`config.mk`:
```
export PLATFORM = sky130hd
export DESIGN_NAME = response_norm_bound_check
export DESIGN_NICKNAME = d
export VERILOG_FILES = /design/src/rnbc_pkg.sv /design/src/rnbc_reduce.sv /design/src/response_norm_bound_check.sv
export SDC_FILE = /design/constraint.sdc
export NUM_CORES = 2
export LEC_CHECK = 0
export ABC_AREA = 1
export BUFFER_PORTS_ARGS = -buffer_cell sky130_fd_sc_hd__buf_2
export CORE_MARGIN = 2
export CORE_UTILIZATION = 56
export DETAILED_ROUTE_END_ITERATION = 16
export MAX_ROUTING_LAYER = met4
export PLACE_DENSITY = 0.77
export SYNTH_ARGS = -nofsm -noshare
export SYNTH_HDL_FRONTEND = slang
export SYNTH_SLANG_ARGS = --single-unit
```
`constraint.sdc`:
```
create_clock -name clk -period 8 [get_ports clk]
set_input_delay 0.4 -clock clk [delete_from_list [all_inputs] [get_ports clk]]
set_output_delay 0.4 -clock clk [all_outputs]
set_load 0.005 [all_outputs]
```
`src/rnbc_pkg.sv`:
```
`default_nettype none
// ----------------------------------------------------------------------------
// rnbc_pkg
// shared types and constants of the response norm bound check
// ----------------------------------------------------------------------------
package rnbc_pkg;

	localparam int COEFF_W  = 12;
	localparam int INF_W    = 11;
	localparam int L2_W     = 16;
	localparam int SUMSQ_W  = 32;
	localparam int APB_AW   = 3;
	localparam int APB_DW   = 32;

	localparam logic [INF_W-1:0]   MAX_CLAMP     = 11'd2047;
	localparam logic [SUMSQ_W-1:0] SUMSQ_SAT     = 32'hFFFF_FFFF;
	localparam logic [INF_W-1:0]   INF_BOUND_RST = 11'd1664;
	localparam logic [L2_W-1:0]    L2_MIN_RST    = 16'd0;

	// register index taken from paddr[2]
	localparam logic REG_INF_BOUND = 1'b0;
	localparam logic REG_L2_MIN    = 1'b1;

	typedef struct packed {
		logic [COEFF_W-1:0] resp_coeff;
		logic [COEFF_W-1:0] mask_coeff;
		logic               last;
	} coeff_t;

	typedef struct packed {
		logic               verdict;
		logic               inf_exceeded;
		logic               l2_too_small;
		logic [INF_W-1:0]   max_abs;
		logic [SUMSQ_W-1:0] sum_squares;
	} result_t;

endpackage

`default_nettype wire

```
`src/rnbc_reduce.sv`:
```
`default_nettype none
// ----------------------------------------------------------------------------
// rnbc_reduce
// two-stage reduction of a 12-bit coefficient mod MODULUS by reciprocal multiply
// ----------------------------------------------------------------------------
module rnbc_reduce #(
	parameter int MODULUS = 3329
) (
	input  wire logic                        clk,
	input  wire logic                        en,
	input  wire logic [rnbc_pkg::COEFF_W-1:0] x,
	output logic [((MODULUS <= 4096) ? $clog2(MODULUS) : rnbc_pkg::COEFF_W)-1:0] r
);

	localparam int R_W    = (MODULUS <= 4096) ? $clog2(MODULUS) : rnbc_pkg::COEFF_W;
	localparam int SHIFT  = 28;
	localparam int QMAX   = 4095 / MODULUS;
	localparam int QT_W   = (QMAX > 0) ? $clog2(QMAX + 1) : 1;
	localparam int PROD_W = SHIFT + rnbc_pkg::COEFF_W;
	localparam logic [SHIFT-1:0] RECIP =
		SHIFT'(((longint'(1) << SHIFT) + longint'(MODULUS) - 1) / longint'(MODULUS));

	logic [PROD_W-1:0]             prod;
	logic [QT_W-1:0]               quot;
	logic [QT_W-1:0]               quot_s2;
	logic [rnbc_pkg::COEFF_W-1:0]  x_s2;
	logic [SHIFT-1:0]              back;
	logic [rnbc_pkg::COEFF_W-1:0]  rem;

	// quotient is exact for 12-bit inputs with a 28-bit reciprocal
	assign prod = PROD_W'(x) * PROD_W'(RECIP);
	assign quot = QT_W'(prod >> SHIFT);

	always_ff @(posedge clk) begin
		if (en) begin
			quot_s2 <= quot;
			x_s2    <= x;
		end
	end

	assign back = SHIFT'(quot_s2) * SHIFT'(MODULUS);
	assign rem  = x_s2 - rnbc_pkg::COEFF_W'(back);

	always_ff @(posedge clk) begin
		if (en) begin
			r <= R_W'(rem);
		end
	end

endmodule

`default_nettype wire

```
`src/response_norm_bound_check.sv`:
```
`default_nettype none
// ----------------------------------------------------------------------------
// response_norm_bound_check
// lifts (resp - mask) mod q, tracks max abs and saturating sum of squares,
// checks both norms on the last beat of a vector
// ----------------------------------------------------------------------------
// result path: the last beat passes stages s1 to s5, then the result register sets result valid
// throughput: one coefficient beat per cycle; a five-stage pipeline plus
//   the result register, input stalls only when a finished result is held
//   and the next last beat reaches the accumulator
// reset: clears pipeline valids, running max and sum, result valid, and
//   loads inf_bound = 1664, l2_min = 0
// ----------------------------------------------------------------------------
module response_norm_bound_check #(
	parameter int MODULUS = 3329
) (
	input  wire logic                          clk,
	input  wire logic                          arst_n,
	input  wire logic                          coeff_valid,
	output logic                               coeff_ready,
	input  wire rnbc_pkg::coeff_t              coeff,
	output logic                               result_valid,
	input  wire logic                          result_ready,
	output rnbc_pkg::result_t                  result,
	input  wire logic                          psel,
	input  wire logic                          penable,
	input  wire logic                          pwrite,
	input  wire logic [rnbc_pkg::APB_AW-1:0]   paddr,
	input  wire logic [rnbc_pkg::APB_DW-1:0]   pwdata,
	output logic [rnbc_pkg::APB_DW-1:0]        prdata,
	output logic                               pready
);

	localparam int R_W  = (MODULUS <= 4096) ? $clog2(MODULUS) : rnbc_pkg::COEFF_W;
	localparam int D_W  = $clog2(MODULUS) + 1;
	localparam int A_W  = $clog2(MODULUS / 2 + 1);
	localparam int SQ_W = 2 * A_W;
	localparam logic [D_W-1:0] QV   = D_W'(MODULUS);
	localparam logic [D_W-1:0] HALF = D_W'(MODULUS / 2);

	// config
	logic [rnbc_pkg::INF_W-1:0]   inf_bound_q;
	logic [rnbc_pkg::L2_W-1:0]    l2_min_q;
	logic [rnbc_pkg::SUMSQ_W-1:0] l2_sq_q;
	logic                         cfg_wr;

	// pipeline
	logic                           adv;
	logic                           v_s1, v_s2, v_s3, v_s4, v_s5;
	logic                           last_s2, last_s3, last_s4, last_s5;
	rnbc_pkg::coeff_t               coeff_s1;
	logic [R_W-1:0]                 r_s3, m_s3;
	logic [D_W-1:0]                 diff;
	logic [D_W-1:0]                 absv;
	logic [A_W-1:0]                 a_s4;
	logic [SQ_W-1:0]                sq_s5;
	logic [rnbc_pkg::INF_W-1:0]     amax_s5;
	logic [15:0]                    a_ext;

	// accumulator
	logic [rnbc_pkg::INF_W-1:0]     max_q, new_max;
	logic [rnbc_pkg::SUMSQ_W-1:0]   sumsq_q, new_sum;
	logic [rnbc_pkg::SUMSQ_W:0]     sum_wide;
	logic                           inf_ex, l2_small;
	logic                           result_valid_q;
	rnbc_pkg::result_t              result_q;

	// apb
	assign pready = 1'b1;
	assign cfg_wr = psel & penable & pwrite;

	always_ff @(posedge clk or negedge arst_n) begin
		if (!arst_n) begin
			inf_bound_q <= rnbc_pkg::INF_BOUND_RST;
			l2_min_q    <= rnbc_pkg::L2_MIN_RST;
			l2_sq_q     <= '0;
		end else if (cfg_wr) begin
			unique case (paddr[2])
				rnbc_pkg::REG_INF_BOUND: begin
					inf_bound_q <= pwdata[rnbc_pkg::INF_W-1:0];
				end
				rnbc_pkg::REG_L2_MIN: begin
					l2_min_q <= pwdata[rnbc_pkg::L2_W-1:0];
					l2_sq_q  <= rnbc_pkg::SUMSQ_W'(pwdata[rnbc_pkg::L2_W-1:0])
						* rnbc_pkg::SUMSQ_W'(pwdata[rnbc_pkg::L2_W-1:0]);
				end
				default: begin
				end
			endcase
		end
	end

	always_comb begin
		unique case (paddr[2])
			rnbc_pkg::REG_INF_BOUND: prdata = rnbc_pkg::APB_DW'(inf_bound_q);
			rnbc_pkg::REG_L2_MIN:    prdata = rnbc_pkg::APB_DW'(l2_min_q);
			default:                 prdata = '0;
		endcase
	end

	// stall only when a last beat must land on a held result
	assign adv         = !(v_s5 && last_s5 && result_valid_q && !result_ready);
	assign coeff_ready = adv;

	always_ff @(posedge clk or negedge arst_n) begin
		if (!arst_n) begin
			v_s1 <= 1'b0;
			v_s2 <= 1'b0;
			v_s3 <= 1'b0;
			v_s4 <= 1'b0;
			v_s5 <= 1'b0;
		end else if (adv) begin
			v_s1 <= coeff_valid;
			v_s2 <= v_s1;
			v_s3 <= v_s2;
			v_s4 <= v_s3;
			v_s5 <= v_s4;
		end
	end

	always_ff @(posedge clk) begin
		if (adv) begin
			coeff_s1 <= coeff;
			last_s2  <= coeff_s1.last;
			last_s3  <= last_s2;
			last_s4  <= last_s3;
			last_s5  <= last_s4;
		end
	end

	rnbc_reduce #(.MODULUS(MODULUS)) u_reduce_resp (
		.clk (clk),
		.en  (adv),
		.x   (coeff_s1.resp_coeff),
		.r   (r_s3)
	);

	rnbc_reduce #(.MODULUS(MODULUS)) u_reduce_mask (
		.clk (clk),
		.en  (adv),
		.x   (coeff_s1.mask_coeff),
		.r   (m_s3)
	);

	// modular difference and centered lift
	always_comb begin
		if (r_s3 >= m_s3) begin
			diff = D_W'(r_s3) - D_W'(m_s3);
		end else begin
			diff = D_W'(r_s3) + QV - D_W'(m_s3);
		end
		absv = (diff > HALF) ? (QV - diff) : diff;
	end

	assign a_ext = 16'(a_s4);

	always_ff @(posedge clk) begin
		if (adv) begin
			a_s4    <= A_W'(absv);
			sq_s5   <= SQ_W'(a_s4) * SQ_W'(a_s4);
			amax_s5 <= (a_ext > 16'(rnbc_pkg::MAX_CLAMP)) ? rnbc_pkg::MAX_CLAMP
				: a_ext[rnbc_pkg::INF_W-1:0];
		end
	end

	// accumulate and check
	always_comb begin
		sum_wide = (rnbc_pkg::SUMSQ_W + 1)'(sumsq_q) + (rnbc_pkg::SUMSQ_W + 1)'(sq_s5);
		new_sum  = sum_wide[rnbc_pkg::SUMSQ_W] ? rnbc_pkg::SUMSQ_SAT
			: sum_wide[rnbc_pkg::SUMSQ_W-1:0];
		new_max  = (amax_s5 > max_q) ? amax_s5 : max_q;
		inf_ex   = new_max > inf_bound_q;
		l2_small = new_sum < l2_sq_q;
	end

	always_ff @(posedge clk or negedge arst_n) begin
		if (!arst_n) begin
			max_q   <= '0;
			sumsq_q <= '0;
		end else if (adv && v_s5) begin
			if (last_s5) begin
				max_q   <= '0;
				sumsq_q <= '0;
			end else begin
				max_q   <= new_max;
				sumsq_q <= new_sum;
			end
		end
	end

	always_ff @(posedge clk or negedge arst_n) begin
		if (!arst_n) begin
			result_valid_q <= 1'b0;
		end else if (adv && v_s5 && last_s5) begin
			result_valid_q <= 1'b1;
		end else if (result_ready) begin
			result_valid_q <= 1'b0;
		end
	end

	always_ff @(posedge clk) begin
		if (adv && v_s5 && last_s5) begin
			result_q.verdict      <= inf_ex | l2_small;
			result_q.inf_exceeded <= inf_ex;
			result_q.l2_too_small <= l2_small;
			result_q.max_abs      <= new_max;
			result_q.sum_squares  <= new_sum;
		end
	end

	assign result_valid = result_valid_q;
	assign result       = result_q;

endmodule

`default_nettype wire

```
Yosys cells after proc, flatten, opt, wreduce, memory -nomap -nowiden
Cells that the tools add are included.
Widths: inputs -> output; s select.
{"block": "classes", "bitwise": 4, "addsub": 7, "mux": 9, "n_mul": 6, "reduce_logical": 10, "n_lt_le_gt_ge": 6}
{"cell": "$mux 32", "n": 2}
{"cell": "$pmux 32 s2", "n": 1}
{"cell": "$mul 12x15->27 const B", "n": 2}
{"cell": "$add 32x22->33", "n": 1}
{"cell": "$mux 11", "n": 3}
{"cell": "$lt 32x32->1", "n": 1}
{"cell": "$mul 16x16->32", "n": 1}
{"cell": "$mul 1x12->12 const B", "n": 2}
{"cell": "$sub 12x12->12", "n": 2}
{"cell": "$gt 11x11->1", "n": 2}
{"cell": "$mul 11x11->22", "n": 1}
{"cell": "$add 12x12->13 const B", "n": 1}
{"cell": "$gt 13x11->1 const B", "n": 1}
{"cell": "$mux 13", "n": 1}
{"cell": "$sub 12x12->13", "n": 1}
{"cell": "$sub 13x12->13", "n": 1}
{"cell": "$ge 12x12->1", "n": 1}
{"cell": "$gt 11x11->1 const B", "n": 1}
{"cell": "$sub 11x11->11 const A", "n": 1}
{"cell": "$logic_and 1x1->1", "n": 5}
{"cell": "$reduce_and 2->1", "n": 2}
{"cell": "$and 1x1->1", "n": 2}
{"cell": "$logic_not 1->1", "n": 2}
{"cell": "$mux 1", "n": 2}
{"cell": "other kinds (3)", "n": 3}
{"block": "word_totals", "elab_cells": 74, "input_bits": 67, "output_inout_bits": 81, "register_bits": 277}

Depth between registers and ports, before layout
{"block": "depth", "depth_word": 7, "mapped_depth": 28, "depth_no_buf": 26}

By module
Synthesis repeated with hierarchy kept, for this count alone.
{"block": "hier_totals", "hier_cells": 3673, "area_unflattened_um2": 31839.3}
{"module": "response_norm_bound_check", "cells_each": 2870, "instances": 1, "area_per_inst_um2": 23754.0, "seq_area_each_um2": 6199.7}
{"module": "rnbc_reduce (u_reduce_resp)", "cells_each": 402, "instances": 1, "area_per_inst_um2": 4043.9, "seq_area_each_um2": 750.7}
{"module": "rnbc_reduce (u_reduce_mask)", "cells_each": 401, "instances": 1, "area_per_inst_um2": 4041.4, "seq_area_each_um2": 750.7}

Least setup slack after synthesis
OpenSTA, ideal clock, no wires.
{"block": "synth_path", "path_type": "input -> register", "startpoint": "in pwdata[5] (netlist bit)", "endpoint": "reg l2_sq_q[26] (netlist bit)", "t_arrival_ns": 5.753, "required_time_ns": 7.869, "n_path_buf": 2, "setup_time_ns": 0.131, "path_stages": 22, "path_slack_ns": 2.116, "cell_sequence": "clkbuf_1 clkbuf_1 nand2_1 fa_1 inv_1 fa_1 fa_1 fa_1 fa_1 inv_1 fa_1 inv_1 ha_1 a21oi_1 inv_1 a31oi_1 o21ai_0 a21oi_1 o21ai_0 or2_2 nand3_1 o21ai_0"}
{"block": "synth_between", "elab_chain_len": 1}
{"item": "from (decl)", "line": "response_norm_bound_check.sv:29", "source": "input wire logic [rnbc_pkg::APB_DW-1:0] pwdata,"}
{"item": "$mul 16x16->32", "line": "response_norm_bound_check.sv:85", "source": "* rnbc_pkg::SUMSQ_W'(pwdata[rnbc_pkg::L2_W-1:0]);"}
{"item": "to (signal assigned)", "line": "response_norm_bound_check.sv:84", "source": "l2_sq_q <= rnbc_pkg::SUMSQ_W'(pwdata[rnbc_pkg::L2_W-1:0])"}
{"item": "to (decl)", "line": "response_norm_bound_check.sv:44", "source": "logic [rnbc_pkg::SUMSQ_W-1:0] l2_sq_q;"}
Every way passes these cells.
A chain may end at the register's enable or synchronous reset.

Worst setup path after layout
{"block": "layout_path", "startpoint": "in pwdata[9] (netlist bit)", "endpoint": "reg l2_sq_q[24] (netlist bit)"}
The elaborated chain is that of the path after synthesis.

==> flow_summary.ini <==
[status]
status = completed

[sta]
slew_headroom = 0.289
drv_slew = 0
rsz0062_at_grt = no
hold_viol = 0
fin_skew_ns = 0.0193
tns_ns = 0
worst_slack_ns = 2.18
setup_violations = 0
worst_pin_slew_ns = 1.07
post-route-period-util = 0.727
period_minus_slack_ns = 5.82
max_freq_mhz = 172

[drt]
drt_iter0_markers = 1525
vias = 22700
route.detailed.drc = 0
ant_nets = 0
viasPerCell = 5.18
wire_per_inst_microns = 15.6
postRouteWirelength_mm = 68.3
first_pass_iters = 6

[synth]
synthTopCellsByArea = fa_1 24%, ha_1 17%, edfxtp_1 16%, inv_1 11%, dfrtp_1 8.2%
synth_edf_count = 168
ys_types = 55
synth-warning-count = 0
synthArstFlopShare = 0.387
synth_area_per_cell_sq_um = 8.88
syn_area_sq_um = 31200
synthCells = 3519
seq_area_frac_synth = 0.246
synth_top_area_frac = 0.236
synth_area_leader_cell = fa_1
ys_ff_latch = 274
ys.flop_type = edfxtp_1

[critical_path]
crit_path_start = pwdata[9]
reg2regPathDepth = 19
worstSetupPathType = in -> reg
critPathMaxStageDelay_ns = 0.54
critPathRequiredTime_ns = 8.44
cp_slowest_cell = fa_1
arrival_ns = 6.25
ff2ff_setup_slack_ns = 2.54
crit_top_cell = inv_1
start_kind = primary input
cp_max_fo = 17
endpoint_kind = register
rr_endpoint = sq_s5[20]$_DFFE_PN_
r2r_start = a_s4[2]$_DFFE_PN_
crit_end = l2_sq_q[24]$_DFFE_PN0P_

[clocking]
cts_resized = 0
cts_setup_buffers = 0
cts-htree-levels = 1
cts_buffers = 31
cts_tree = done
cts_root_buf = clkbuf_16
clock_path_buffers = 3
cts_hold_buffers = 26
clk_pin_slew_ns = 0.06
worstSkewPairLatency_ns = 0.58
numClockSinks = 274

[placed_design]
portBuffers = 112
gp_congestion = 0.930
pre_cts_slack_ns = 1.72
hpwl_mm = 54.4

[global_routing]
first_global_vias = 23800
grt_pass1_wl_mm = 116
track_usage = 0.259
grt_max_degree = 81
antenna_found_initial = 0
globalRoute.totalOverflow = 0

[final_layout]
drive_gt1_frac = 0.0624
n_antenna_cell = 0
syn_to_final_growth_pct = 8.11
multi_input_area_sq_um = 19800
nets = 4465
fill_cells = 4627
seq_area_sq_um = 7700

[floorplan]
start_util = 0.567
die_width_microns = 240
io_pins = 148
die_h_microns = 240
core_area_sq_um = 55100
dieArea_sq_um = 57700
row_count = 86

[run]
drv_cap = 0

[min_path]
worst_hold_path_type = in -> reg
cells in the final DEF, fill, tap and decap left out, types with 94 or more instances in the layout:
| master | count |
|---|---|
| edfxtp_1 | 168 |
| fa_1 | 369 |
| o21ai_0 | 158 |
| nand3_1 | 94 |
| ha_1 | 415 |
| nand2_1 | 631 |
| dfrtp_1 | 103 |
| inv_1 | 891 |
| buf_2 | 111 |
| nor2_1 | 141 |
| a21oi_1 | 124 |
cell families (layout without fill, tap and decap cells):
group	count (synthesis)	after routing	share of synthesized area
buffers and inverters	995	1099	0.122
AND/OR/NAND/NOR	977	977	0.130
other	2	17	0.000240
flip-flops	274	274	0.246
XOR/XNOR	97	97	0.0272
multiplexers	1	1	0.000360
AO/OA/AOI/OAI	389	389	0.0706
adder cells (fa/ha/maj)	784	784	0.403
registers in the layout (all words and copies together), names as in the netlist, 16 cells and up:
| signal | cells |
|---|---|
| result | 46 |
| sumsq_q | 32 |
| l2_sq_q | 30 |
| coeff_s1 | 25 |
| sq_s5 | 21 |
| l2_min_q | 16 |
synth_stat cells (13+ instances only):
library cell / n
a21oi_1: 124
buf_4: 17
clkbuf_1: 80
dfrtp_1: 103
edfxtp_1: 168
fa_1: 369
ha_1: 415
inv_1: 892
nand2_1: 631
nand3_1: 94
nand4_1: 26
nor2_1: 144
nor3_1: 29
o21ai_0: 158
o21bai_1: 13
or2_2: 17
xnor2_1: 37
xor2_1: 60
layout make-up:
| cell class | instances | area share |
|---|---|---|
| Clock buffer | 40 | 0.0240 |
| Clock inverter | 17 | 0.00822 |
| Inverter | 894 | 0.0994 |
| Multi-Input combinational cell | 2265 | 0.586 |
| Sequential cell | 274 | 0.228 |
| Tap cell | 748 | 0.0277 |
| Timing Repair Buffer | 148 | 0.0266 |
worst min-delay path by stage:
stage / to / slack (ns) / depth (start not counted) / from
6_report: v_s1$_DFFE_PN0N_ / 0.04 / 3 / coeff_valid
5_1_grt: v_s1$_DFFE_PN0N_ / 0.05 / 3 / coeff_valid
4_1_cts: v_s1$_DFFE_PN0N_ / 0.02 / 3 / coeff_valid
3_5_place_dp: last_s5$_DFFE_PN_ / 0.40 / 0 / last_s4$_DFFE_PN_
3_3_place_gp: last_s5$_DFFE_PN_ / 0.40 / 0 / last_s4$_DFFE_PN_
2_1_floorplan: inf_bound_q[0]$_DFFE_PN0P_ / 0.10 / 0 / arst_n
per-layer routing:
layer / vias to the layer above / track usage / part of all wire
li1: 11100 / - / -
met1: 10900 / 0.322 / 0.42
met2: 650 / 0.429 / 0.48
met3: 142 / 0.0443 / 0.065
met4: 0 / 0.0885 / 0.039
met5: - / - / 0
through the flow:
step	cells	util	cell area, sq um	hold WS [ns]
after floorplan	3534	-	31300	0.104
after global placement	4303	0.589	32400	0.403
after detailed placement	4303	0.589	32400	0.405
after CTS	4386	0.613	33800	0.0163
after global routing	4386	0.613	33800	0.0524
final	4386	0.613	33800	0.0447
critical path, delay by kind of cell:
family                   cells  cell delay [ns]
adder cells (fa/ha/maj)      7             3.40
AO/OA/AOI/OAI                4             1.01
AND/OR/NAND/NOR              7             0.74
buffers and inverters        9             0.69
Power is not shown: default switching activity piles up to over one toggle a cycle in this logic, so the estimate is an artifact.
